==> config.mk <==
export PLATFORM = sky130hd
export DESIGN_NAME = aiger_binary_and_decoder
export DESIGN_NICKNAME = d
export VERILOG_FILES = /design/src/abad_pkg.sv /design/src/abad_in_reg.sv /design/src/abad_core.sv /design/src/abad_out_reg.sv /design/src/aiger_binary_and_decoder.sv
export VERILOG_INCLUDE_DIRS = /design/src /design/src/src
export SDC_FILE = /design/constraint.sdc
export NUM_CORES = 1
export LEC_CHECK = 0
export ABC_CLOCK_PERIOD_IN_PS = 5600
export BUFFER_PORTS_ARGS = -buffer_cell sky130_fd_sc_hd__buf_2
export CORE_MARGIN = 5
export CORE_UTILIZATION = 45
export CTS_CLUSTER_SIZE = 20
export DETAILED_ROUTE_END_ITERATION = 6
export PLACE_DENSITY = 0.7
export SLEW_MARGIN = 20
export SYNTH_ARGS = -nofsm -noshare
export SYNTH_HDL_FRONTEND = slang
export SYNTH_SLANG_ARGS = --single-unit
==> constraint.sdc <==
create_clock -name clock -period 5.6 [get_ports clock]
set_input_delay 0.84 -clock clock [delete_from_list [all_inputs] [get_ports clock]]
set_output_delay 0.84 -clock clock [all_outputs]
set_load 0.1 [all_outputs]
==> src/aiger_binary_and_decoder_macros.svh <==
// Assertion macros shared by the AND-section decoder.
`ifndef AIGER_BINARY_AND_DECODER_MACROS_SVH
`define AIGER_BINARY_AND_DECODER_MACROS_SVH

// Same-cycle implication, checked outside reset.
`define ABAD_ASSERT_IMP(name, clk, rst, ante, cons) \
   name: assert property (@(posedge clk) disable iff (rst) (ante) |-> (cons)) \
      else $error("%m: implication violated");

// Next-cycle implication, checked outside reset.
`define ABAD_ASSERT_NEXT(name, clk, rst, ante, cons) \
   name: assert property (@(posedge clk) disable iff (rst) (ante) |=> (cons)) \
      else $error("%m: next-cycle implication violated");

`endif

==> src/abad_pkg.sv <==
package abad_pkg;

   localparam int unsigned OUT_LIT_BITS = 32;
   localparam int unsigned GATE_BITS    = 31;
   localparam logic [2:0]  MAX_COUNT    = 3'd7;

   typedef enum logic [1:0] {
      ERR_NONE      = 2'd0,
      ERR_OVERLONG  = 2'd1,
      ERR_UNDERFLOW = 2'd2
   } abad_err_type;

   typedef struct packed {
      logic       section_start;
      logic [7:0] data_byte;
   } abad_item_type;

   typedef struct packed {
      abad_err_type                error_code;
      logic [GATE_BITS-1:0]        gate_number;
      logic [OUT_LIT_BITS-1:0]     second_fanin;
      logic [OUT_LIT_BITS-1:0]     first_fanin;
      logic [OUT_LIT_BITS-1:0]     lhs_literal;
   } abad_result_type;

endpackage

==> src/abad_in_reg.sv <==
module abad_in_reg (
   input  logic                   clock,
   input  logic                   reset,
   input  logic                   load,
   input  logic                   step,
   input  abad_pkg::abad_item_type item_in,
   output abad_pkg::abad_item_type item_out,
   output logic                   valid_out
);
   import abad_pkg::*;

   logic          vld_ff, vld_in;
   abad_item_type item_ff, item_in_nx;

   always_comb begin
      vld_in     = vld_ff;
      item_in_nx = item_ff;
      if (load) begin
         vld_in     = 1'b1;
         item_in_nx = item_in;
      end else if (step) begin
         vld_in = 1'b0;
      end
   end

   always_ff @(posedge clock) begin
      if (reset) begin
         vld_ff <= 1'b0;
      end else begin
         vld_ff <= vld_in;
      end
      item_ff <= item_in_nx;
   end

   assign item_out  = item_ff;
   assign valid_out = vld_ff;

endmodule

==> src/abad_core.sv <==
`include "aiger_binary_and_decoder_macros.svh"

module abad_core #(
   parameter int unsigned LITERAL_BITS = 32
) (
   input  logic                     clock,
   input  logic                     reset,
   input  logic                     csr_wen,
   input  logic [30:0]              csr_wdata,
   input  logic                     step,
   input  abad_pkg::abad_item_type  item,
   output logic                     emit,
   output abad_pkg::abad_result_type result
);
   import abad_pkg::*;

   localparam int unsigned EXT_W  = LITERAL_BITS + 49;
   localparam int unsigned WIDE_W = (LITERAL_BITS > 33) ? LITERAL_BITS : 33;
   localparam int unsigned OUT_W  = (LITERAL_BITS > 32) ? LITERAL_BITS : 32;
   localparam logic [LITERAL_BITS-1:0] LHS_STEP  = LITERAL_BITS'(2);
   localparam logic [LITERAL_BITS-1:0] LHS_RESET = LITERAL_BITS'(2);

   logic [30:0]             first_ff, first_in;
   logic [LITERAL_BITS-1:0] acc_ff, acc_in;
   logic [2:0]              cnt_ff, cnt_in;
   logic                    phase_ff, phase_in;
   logic [LITERAL_BITS-1:0] pend_ff, pend_in;
   logic [30:0]             ctr_ff, ctr_in;
   logic                    ovf_ff, ovf_in;
   logic                    unf_ff, unf_in;
   logic [LITERAL_BITS-1:0] lhs_ff, lhs_in;

   logic                    start, more, saturated;
   logic [6:0]              payload;
   logic [LITERAL_BITS-1:0] acc_base, acc_next, lhs_cur, diff0, diff1;
   logic [2:0]              cnt_base, cnt_next;
   logic                    phase_base, ovf_base, unf_base, ovf_next, borrow0, borrow1;
   logic [30:0]             ctr_base;
   logic [5:0]              shift;
   logic [EXT_W-1:0]        shifted;
   logic [31:0]             sum_first, sum_ctr;
   logic [WIDE_W-1:0]       wide_first, wide_ctr;
   logic [OUT_W-1:0]        out_lhs, out_first, out_second;

   always_comb begin
      start      = item.section_start;
      more       = item.data_byte[7];
      payload    = item.data_byte[6:0];
      acc_base   = start ? '0 : acc_ff;
      cnt_base   = start ? 3'd0 : cnt_ff;
      phase_base = start ? 1'b0 : phase_ff;
      ctr_base   = start ? 31'd0 : ctr_ff;
      ovf_base   = start ? 1'b0 : ovf_ff;
      unf_base   = start ? 1'b0 : unf_ff;

      sum_first  = {first_ff, 1'b0};
      wide_first = WIDE_W'(sum_first);
      lhs_cur    = start ? wide_first[LITERAL_BITS-1:0] : lhs_ff;

      shift      = {cnt_base, 3'b000} - {3'b000, cnt_base};
      shifted    = EXT_W'(payload) << shift;
      saturated  = (cnt_base == MAX_COUNT);
      ovf_next   = ovf_base | (saturated ? (|payload) : (|shifted[EXT_W-1:LITERAL_BITS]));
      acc_next   = saturated ? acc_base : (acc_base | shifted[LITERAL_BITS-1:0]);
      cnt_next   = saturated ? cnt_base : cnt_base + 3'd1;

      diff0      = lhs_cur - acc_next;
      borrow0    = acc_next > lhs_cur;
      diff1      = pend_ff - acc_next;
      borrow1    = acc_next > pend_ff;

      first_in = csr_wen ? csr_wdata : first_ff;
      acc_in   = acc_ff;
      cnt_in   = cnt_ff;
      phase_in = phase_ff;
      pend_in  = pend_ff;
      ctr_in   = ctr_ff;
      ovf_in   = ovf_ff;
      unf_in   = unf_ff;
      emit     = 1'b0;

      if (step) begin
         priority if (more) begin
            acc_in   = acc_next;
            cnt_in   = cnt_next;
            phase_in = phase_base;
            ctr_in   = ctr_base;
            ovf_in   = ovf_next;
            unf_in   = unf_base;
         end else if (!phase_base) begin
            acc_in   = '0;
            cnt_in   = 3'd0;
            phase_in = 1'b1;
            pend_in  = diff0;
            ctr_in   = ctr_base;
            ovf_in   = ovf_next;
            unf_in   = unf_base | borrow0;
         end else begin
            emit     = 1'b1;
            acc_in   = '0;
            cnt_in   = 3'd0;
            phase_in = 1'b0;
            ctr_in   = ctr_base + 31'd1;
            ovf_in   = 1'b0;
            unf_in   = 1'b0;
         end
      end

      sum_ctr  = {1'b0, first_ff} + {1'b0, ctr_in};
      wide_ctr = WIDE_W'({sum_ctr, 1'b0});
      lhs_in   = emit ? (lhs_cur + LHS_STEP) : wide_ctr[LITERAL_BITS-1:0];

      out_lhs    = OUT_W'(lhs_cur);
      out_first  = OUT_W'(pend_ff);
      out_second = OUT_W'(diff1);
      result.lhs_literal  = out_lhs[31:0];
      result.first_fanin  = out_first[31:0];
      result.second_fanin = out_second[31:0];
      result.gate_number  = ctr_base;
      priority if (ovf_next) begin
         result.error_code = ERR_OVERLONG;
      end else if (unf_base | borrow1) begin
         result.error_code = ERR_UNDERFLOW;
      end else begin
         result.error_code = ERR_NONE;
      end
   end

   always_ff @(posedge clock) begin
      if (reset) begin
         first_ff <= 31'd1;
         acc_ff   <= '0;
         cnt_ff   <= 3'd0;
         phase_ff <= 1'b0;
         ctr_ff   <= 31'd0;
         ovf_ff   <= 1'b0;
         unf_ff   <= 1'b0;
         lhs_ff   <= LHS_RESET;
      end else begin
         first_ff <= first_in;
         acc_ff   <= acc_in;
         cnt_ff   <= cnt_in;
         phase_ff <= phase_in;
         ctr_ff   <= ctr_in;
         ovf_ff   <= ovf_in;
         unf_ff   <= unf_in;
         lhs_ff   <= lhs_in;
      end
      pend_ff <= pend_in;
   end

   `ABAD_ASSERT_IMP(a_emit_in_second_phase, clock, reset, emit, phase_ff && !start)
   `ABAD_ASSERT_IMP(a_more_byte_no_result, clock, reset, step && more, !emit)
   `ABAD_ASSERT_NEXT(a_lhs_advances, clock, reset, emit, lhs_ff == $past(lhs_cur) + LHS_STEP)

endmodule

==> src/abad_out_reg.sv <==
module abad_out_reg (
   input  logic                      clock,
   input  logic                      reset,
   input  logic                      load,
   input  logic                      take,
   input  abad_pkg::abad_result_type result_in,
   output abad_pkg::abad_result_type result_out,
   output logic                      valid_out
);
   import abad_pkg::*;

   logic            vld_ff, vld_in;
   abad_result_type res_ff, res_in;

   always_comb begin
      vld_in = vld_ff;
      res_in = res_ff;
      if (load) begin
         vld_in = 1'b1;
         res_in = result_in;
      end else if (take) begin
         vld_in = 1'b0;
      end
   end

   always_ff @(posedge clock) begin
      if (reset) begin
         vld_ff <= 1'b0;
      end else begin
         vld_ff <= vld_in;
      end
      res_ff <= res_in;
   end

   assign result_out = res_ff;
   assign valid_out  = vld_ff;

endmodule

==> src/aiger_binary_and_decoder.sv <==
// Decoder for the AND-gate section of a binary AIGER stream.
// The req channel carries one raw byte per transaction in req_tdata; req_tuser is
// high on the first byte of a section and clears the gate counter and varint state.
// Each gate takes two varints; when its second varint ends, one transaction on the
// rsp channel carries the gate literal, both fanin literals, the gate index and an
// error code (overlong varint takes precedence over delta underflow).
// csr_wdata is written into the first AND variable on any cycle with csr_wen high;
// write it only while no transaction is in flight.
// Throughput is one byte per cycle while the receiver does not stall: the byte
// register feeds one decode stage whose accumulator, phase and counter update per
// byte, so state never stalls the stream. A gate's last byte goes through the byte
// register, then the result through the output register, before rsp_tvalid rises.
// When the receiver stalls, the result stays in the output register and the byte
// register still holds one more byte, so req_tready drops only when both are full.
// A synchronous reset empties both registers, sets the first AND variable to one and
// clears the counter, varint and phase state; no initialization pass follows.
module aiger_binary_and_decoder #(
   parameter int unsigned LITERAL_BITS = 32
) (
   input  logic          clock,
   input  logic          reset,
   input  logic          req_tvalid,
   output logic          req_tready,
   input  logic [7:0]    req_tdata,   // [7:0] data_byte
   input  logic          req_tuser,   // [0] section_start
   output logic          rsp_tvalid,
   input  logic          rsp_tready,
   output logic [127:0]  rsp_tdata,   // [31:0] lhs_literal, [63:32] first_fanin,
                                      // [95:64] second_fanin, [126:96] gate_number
   output logic [1:0]    rsp_tuser,   // [1:0] error_code
   input  logic          csr_wen,
   input  logic [30:0]   csr_wdata
);
   import abad_pkg::*;

   abad_item_type   req_item, cur_item;
   abad_result_type core_res, out_res;
   logic            in_vld, step, emit, req_take;

   assign req_item.data_byte     = req_tdata;
   assign req_item.section_start = req_tuser;

   assign step       = in_vld && (!rsp_tvalid || rsp_tready);
   assign req_tready = !in_vld || step;
   assign req_take   = req_tvalid && req_tready;

   abad_in_reg u_in_reg (
      .clock     (clock),
      .reset     (reset),
      .load      (req_take),
      .step      (step),
      .item_in   (req_item),
      .item_out  (cur_item),
      .valid_out (in_vld)
   );

   abad_core #(
      .LITERAL_BITS (LITERAL_BITS)
   ) u_core (
      .clock     (clock),
      .reset     (reset),
      .csr_wen   (csr_wen),
      .csr_wdata (csr_wdata),
      .step      (step),
      .item      (cur_item),
      .emit      (emit),
      .result    (core_res)
   );

   abad_out_reg u_out_reg (
      .clock      (clock),
      .reset      (reset),
      .load       (step && emit),
      .take       (rsp_tready),
      .result_in  (core_res),
      .result_out (out_res),
      .valid_out  (rsp_tvalid)
   );

   assign rsp_tdata = {1'b0, out_res.gate_number, out_res.second_fanin,
                       out_res.first_fanin, out_res.lhs_literal};
   assign rsp_tuser = out_res.error_code;

endmodule
### Yosys cells after proc, flatten, opt, wreduce, memory -nomap -nowiden

Cells that the tools add are included.

| storage, ports and cells | value |
|---|---|
| register bits | 304 |
| bits of input ports | 45 |
| output and inout port bits | 132 |
| word-level logic and storage cells | 80 |

| cells by class | value |
|---|---|
| $add $sub $neg | 7 |
| order comparisons | 2 |
| eq/ne operators | 1 |
| shift-type cells | 1 |
| mux-type cells | 30 |
| bitwise logic cells | 7 |
| reduce and logical (&&, ||, !) cells | 13 |

Operators with widths:

| kind | count |
|---|---|
| 32-bit two-way mux | 5 |
| 31-bit two-way mux | 4 |
| 7-bit by 6-bit left shift with 81-bit output | 1 |
| 32-bit > comparator | 2 |
| 32-bit subtractor | 2 |
| 49-bit OR reduction | 1 |
| 32-bit by 2-bit adder with 32-bit output (second input constant) | 1 |
| 32-bit OR | 1 |
| 31-bit by 1-bit adder with 31-bit output (second input constant) | 1 |
| 31-bit adder | 1 |
| 1-bit two-way mux | 17 |
| 3-bit two-way mux | 3 |
| 7-bit OR reduction | 1 |
| 6-bit by 3-bit subtractor with 6-bit output | 1 |
| 2-bit nonzero test | 2 |
| 3-bit by 1-bit adder with 3-bit output (second input constant) | 1 |
| 3-bit equality test (second input constant) | 1 |
| 1-bit logical AND | 3 |
| 1-bit NOT | 3 |
| 1-bit OR | 3 |
| 3-bit AND reduction | 1 |
| 1-bit logical NOT | 2 |
| 1-bit logical OR | 2 |
| 2-bit two-way mux | 1 |
| 2-bit OR reduction | 1 |

### Longest topological paths before layout

| depth | value |
|---|---|
| word-level depth | 9 |
| depth in mapped cells | 28 |

### Hierarchy

From an unflattened synthesis, not the netlist that was laid out.

| second synthesis, totals | value |
|---|---|
| cell total of the unflattened synthesis | 1727 |
| area, all modules | 17405.4 um2 |

Modules (own cells, without submodules):

| module | instances | cells an instance | area an instance (um2) |
|---|---|---|---|
| abad_core | 1 | 1574 | 13126.3 |
| abad_out_reg | 1 | 133 | 3912.5 |
| abad_in_reg | 1 | 13 | 309.0 |
| aiger_binary_and_decoder | 1 | 7 | 57.6 |

### Worst setup path before layout

OpenSTA, ideal clock, no wires.

| timing | value |
|---|---|
| path type | input -> register |
| start | input port rsp_tready |
| end | register u_out_reg.res_ff, in the netlist u_out_reg.result_out[0] (enable) |
| setup time | 0.543 ns |
| arrival time | 5.359 ns |
| required time | 5.057 ns |
| slack | -0.303 ns |
| stages | 6 |
| path buffers | 2 |
| path through | nand2b_1 -> and2_1 -> clkbuf_1 -> nand2_1 -> clkinv_1 -> clkbuf_1 |

| between the ends | value |
|---|---|
| cells in the longest elaborated chain, start to end | 4 |

RTL lines:

| what | line | source |
|---|---|---|
| start, declared | aiger_binary_and_decoder.sv:27 | `input logic rsp_tready,` |
| 1-bit logical OR (*) | aiger_binary_and_decoder.sv:43 | `assign step = in_vld && (!rsp_tvalid \|\| rsp_tready);` |
| 1-bit logical AND (*) | aiger_binary_and_decoder.sv:43 |  |
| 1-bit two-way mux | abad_core.sv:82 | `if (step) begin` |
| 1-bit logical AND (*) | aiger_binary_and_decoder.sv:73 | `.load (step && emit),` |
| named net u_out_reg.load | abad_out_reg.sv:4 | `input logic load,` |
| end signal, assigned | abad_out_reg.sv:32 | `res_ff <= res_in;` |
| end, declared | abad_out_reg.sv:13 | `abad_result_type res_ff, res_in;` |

Mark *: on every way through the listed nets, which the timed path passes. The rest lies on a longest branch.
A chain may end at the register's enable or synchronous reset.

### Worst setup path in the final report

| timing | value |
|---|---|
| start | register u_in_reg.item_ff, in the netlist u_in_reg.item_out[8] |
| end | register u_core.lhs_ff[30] |

| between the ends | value |
|---|---|
| cells in the longest elaborated chain, start to end | 7 |
| elaborated cells on any way between the ends | 13 |
| classes of those cells | add/sub: 3; mux: 10 |

RTL lines:

| what | line | source |
|---|---|---|
| start, declared | abad_in_reg.sv:13 | `abad_item_type item_ff, item_in_nx;` |
| start signal, assigned | abad_in_reg.sv:32 | `item_ff <= item_in_nx;` |
| 31-bit two-way mux | abad_core.sv:52 | `ctr_base = start ? 31'd0 : ctr_ff;` |
| 31-bit by 1-bit adder with 31-bit output | abad_core.sv:103 | `ctr_in = ctr_base + 31'd1;` |
| 31-bit two-way mux | abad_core.sv:90 | `end else if (!phase_base) begin` |
| 31-bit two-way mux (*) | abad_core.sv:83 | `priority if (more) begin` |
| 31-bit two-way mux (*) | abad_core.sv:82 |  |
| named net u_core.ctr_in[14] | abad_core.sv:28 | `logic [30:0] ctr_ff, ctr_in;` |
| 31-bit adder (*) | abad_core.sv:109 | `sum_ctr = {1'b0, first_ff} + {1'b0, ctr_in};` |
| 32-bit two-way mux (*) | abad_core.sv:111 | `lhs_in = emit ? (lhs_cur + LHS_STEP) : wide_ctr[LITERAL_BITS-1:0];` |
| end signal, assigned | abad_core.sv:147 | `lhs_ff <= lhs_in;` |
| end, declared | abad_core.sv:31 | `logic [LITERAL_BITS-1:0] lhs_ff, lhs_in;` |

Marked as above.

==> metrics.md <==
| Metric | Value |
|---|---|
| Non-Filler Instances | `2462` |
| Synth Area in Adders | `0.0764` |
| Post-synth EDFFs | `170` |
| Seq/Total Area, Yosys | `0.454` |
| Main synth FF type | `edfxtp_1` |
| Slowest-stage cell, CP | `or3b_4` |
| Buf/Inv on CP | `1` |
| Compound-Gate Fraction of Synth Area | `0.156` |
| Worst vdd ir | `a little under 0.2 mV` |
| Post-synthesis mux area share | `0.0483` |
| Area of the multi-input gates | `8950 sq um` |
| Reg area | `just under 8000 sq um` |
| Worst Setup Start Kind | `register` |
| DR vias | `13790` |
| Type of the worst setup path | `register to register` |
| Largest family of logic cells by synthesized area | `simple AND/OR/NAND/NOR gates` |
| Layout cells sized above 1 | `0.163` |
| Mean post-synth cell area | `just under 10 sq um` |
| Worst Skew | `15.8 ps` |
| Slew Viols, Final | `0` |
| Worst path top cell family by delay | `simple AND/OR/NAND/NOR gates` |
| Die Width | `roughly 200 um` |
| Row count | `71` |
| Largest cells by area after synthesis | `edfxtp_1 30%, dfxtp_1 16%, ha_1 7.3%` |
| Largest net degree at the start of global routing | `approximately 100` |
| Setup-failing EPs final | `0` |
| Cell with the most instances after synthesis | `nor2_1` |
| RSZ-0062 raised after global routing | `no` |
| Ys async rst share | `0` |
| Rel. slew slack | `0.265` |
| Worst-Skew Late Latency | `between 500 and 600 ps` |
| Area Overhead vs Synth | `16.2%` |
| Clk sink count | `approximately 300` |
| Fillers | `approximately 3500` |
| Measured slew at the worst slew-check pin | `approximately 1100 ps` |
| Power Density | `293 nW/um^2` |
| CTS Hold Bufs | `0` |
| Dpl cells | `~2400` |
| CTS tree | `done` |
| Initial DRT Pass Iterations | `6` |
| Final period util | `0.938` |
| Core ar. | `37700 sq um` |
| Largest stage delay, worst path | `roughly 460 ps` |
| Initial antenna violation count | `2` |
| Final net count | `just over 2000` |
| Initial core utilization | `0.456` |
| Simple-gate share of the synthesized area | `0.168` |
| Vias/cell | `5.60` |
| Synthesized-area fraction occupied by xor and xnor cells | `0.0693` |
| Vias in the first global route | `approximately 13000` |
| Distinct cell type count after synthesis | `88` |
| Fin crit period | `5250 ps` |
| Max Clk Rate | `~0.19 GHz` |
| Top cell type's share of synthesized area | `0.297` |
| R2r setup slk | `between 300 and 400 ps` |
| Cell Area, Placed | `~19000 sq um` |
| Clk root buf | `clkbuf_16` |
| Hold Fails Final Rpt | `0` |
| Routed WL | `47900 um` |
| Syn Nets | `1880` |
| Mapped Cells | `around 1700` |
| Post-synth top cells | `182 x nor2_1, 170 x edfxtp_1, 134 x dfxtp_1` |
| Clock buffer depth | `3` |
| DIE AREA | `between 40000 and 50000 sq um` |
| Final TNS setup | `0 ps` |
| Grt ovf | `0` |
| Register clock-pin slew on the reported worst setup and hold paths | `60 ps` |
| H-tree levels | `2` |
| TritonCTS buffer count | `35` |
| Status | `completed` |
| Synth warn | `0` |
| Final ANT Viol Nets | `0` |
| Max-cap violations | `0` |
| FF+latch count, synth | `304` |
| Port-buffer cells | `about 180` |
| Crit-path cells | `buf_4 -> or3b_4 -> and4bb_2 -> and2_1 -> and3_2 -> nand3_1 -> xor2_1 -> a21oi_1 -> ha_1 -> a21o_1 -> a21oi_1 -> o221ai_1 -> or4_1 -> o21ai_1 -> o21ai_1 -> a221oi_2 -> xnor2_1 -> nor2_1 -> a211oi_1` |
| Detailed Place HPWL | `35800 um` |
| End-of-flow core utilization | `0.529` |
| Hold Path Class | `register to register` |
| Yosys top cell by area | `edfxtp_1` |
| CP required | `between 6000 and 7000 ps` |
| Drt initial violations | `between 1000 and 1500` |
| Design area | `roughly 20000 sq um` |
| Area of the mapped netlist | `17200 sq um` |
| First-pass GRT wire length | `74300 um` |
| CP Max Fanout | `28` |
| IO Count | `approximately 180` |
| Kind of end point of the critical path | `register` |
| Gr usage total | `0.223` |
| Leak | `approximately 8.0 nW` |
| Die H | `between 200 and 250 um` |
| WL/cell | `approximately 19 um` |
| Residual DRC | `0` |
| RD Place Congestion | `between 0.9 and 1` |
| WP data arrival | `around 5700 ps` |
report_power, final:
group          switching, mW  internal, mW  leakage, nW  total [mW]
Combinational          0.671         0.437         4.86        1.11
Clock                  0.930          1.29        0.537        2.22
Sequential            0.0507          2.47         2.58        2.52
flip-flops by register name, summed over array words and instances, names as in the netlist:
signal / count
u_core.lhs_ff: 32
u_core.ovf_ff: 1
u_out_reg.valid_out: 1
u_core.acc_ff: 32
u_core.ctr_ff: 31
u_core.unf_ff: 1
u_core.out_first: 32
u_in_reg.valid_out: 1
u_core.cnt_ff: 3
u_out_reg.result_out: 129
u_in_reg.item_out: 9
u_core.phase_ff: 1
u_core.first_ff: 31
final timing paths:
check | startpoint | endpoint | depth (start not counted)
setup reg to reg | u_in_reg.item_out[8] | u_core.lhs_ff[30] | 19
hold reg to reg | u_core.out_first[23] | u_out_reg.result_out[55] | 0
hold / removal | u_core.out_first[23] | u_out_reg.result_out[55] | 0
setup / recovery | u_in_reg.item_out[8] | u_core.lhs_ff[30] | 19
stage by stage:
step | hold WS, ps | power, mW | setup WS [ps]
floorplan | 426 | 3.35 | 100
global placement | 439 | 3.62 | 257
detailed placement | 453 | 3.64 | 251
CTS | 470 | 5.89 | 206
global route | 475 | 6.11 | 0.542
finish | 464 | 5.85 | 349
layout by cell type (no fill, tap or decap), types with 16 or more instances in the layout:
master | netlist | layout
nor2_1 | 182 | 182
buf_2 | 7 | 175
edfxtp_1 | 170 | 170
dfxtp_1 | 134 | 134
a21oi_1 | 127 | 127
nand2_1 | 123 | 123
ha_1 | 100 | 100
xnor2_1 | 81 | 79
mux2i_1 | 58 | 58
inv_1 | 56 | 56
and2_1 | 55 | 55
o21ai_0 | 55 | 54
xor2_1 | 51 | 51
nand3_1 | 50 | 50
nor2b_1 | 47 | 47
buf_4 | 3 | 41
a21o_1 | 40 | 40
clkbuf_16 | 0 | 36
nor3_1 | 29 | 28
a211oi_1 | 24 | 23
a22oi_1 | 22 | 20
mux2_2 | 18 | 18
nand2b_1 | 16 | 16
layer usage:
layer	vias up	global-route usage	wire, um
met2	430	0.362	21900
met4	0	0.0754	1590
li1	6686	-	-
met1	6582	0.298	21100
met3	92	0.0459	3340
met5	-	0	0
cell type report:
type | instances | share of cell area
Timing Repair Buffer | 218 | 0.0614
Inverter | 59 | 0.0114
Multi-Input combinational cell | 1305 | 0.449
Sequential cell | 304 | 0.391
Antenna cell | 1 | 0.000126
Tap cell | 511 | 0.0321
Clock inverter | 18 | 0.00784
Clock buffer | 46 | 0.0476
logic make-up (layout without fill, tap and decap cells):
family | Yosys count | after routing
other | 1 | 2
AOI/OAI and AO/OA | 408 | 408
muxes | 78 | 78
DFF | 304 | 304
adders and majority gates | 103 | 103
xor gates and xnor gates | 134 | 134
buffers and inverters | 123 | 341
and+or+nand+nor | 581 | 581
repair_timing:
item                                    4_1_cts  5_1_grt
endpoints found under the setup margin        0       10
setup buffers                                 0        1
gates resized for setup                       0       11
(Power assumes the default switching activity.)
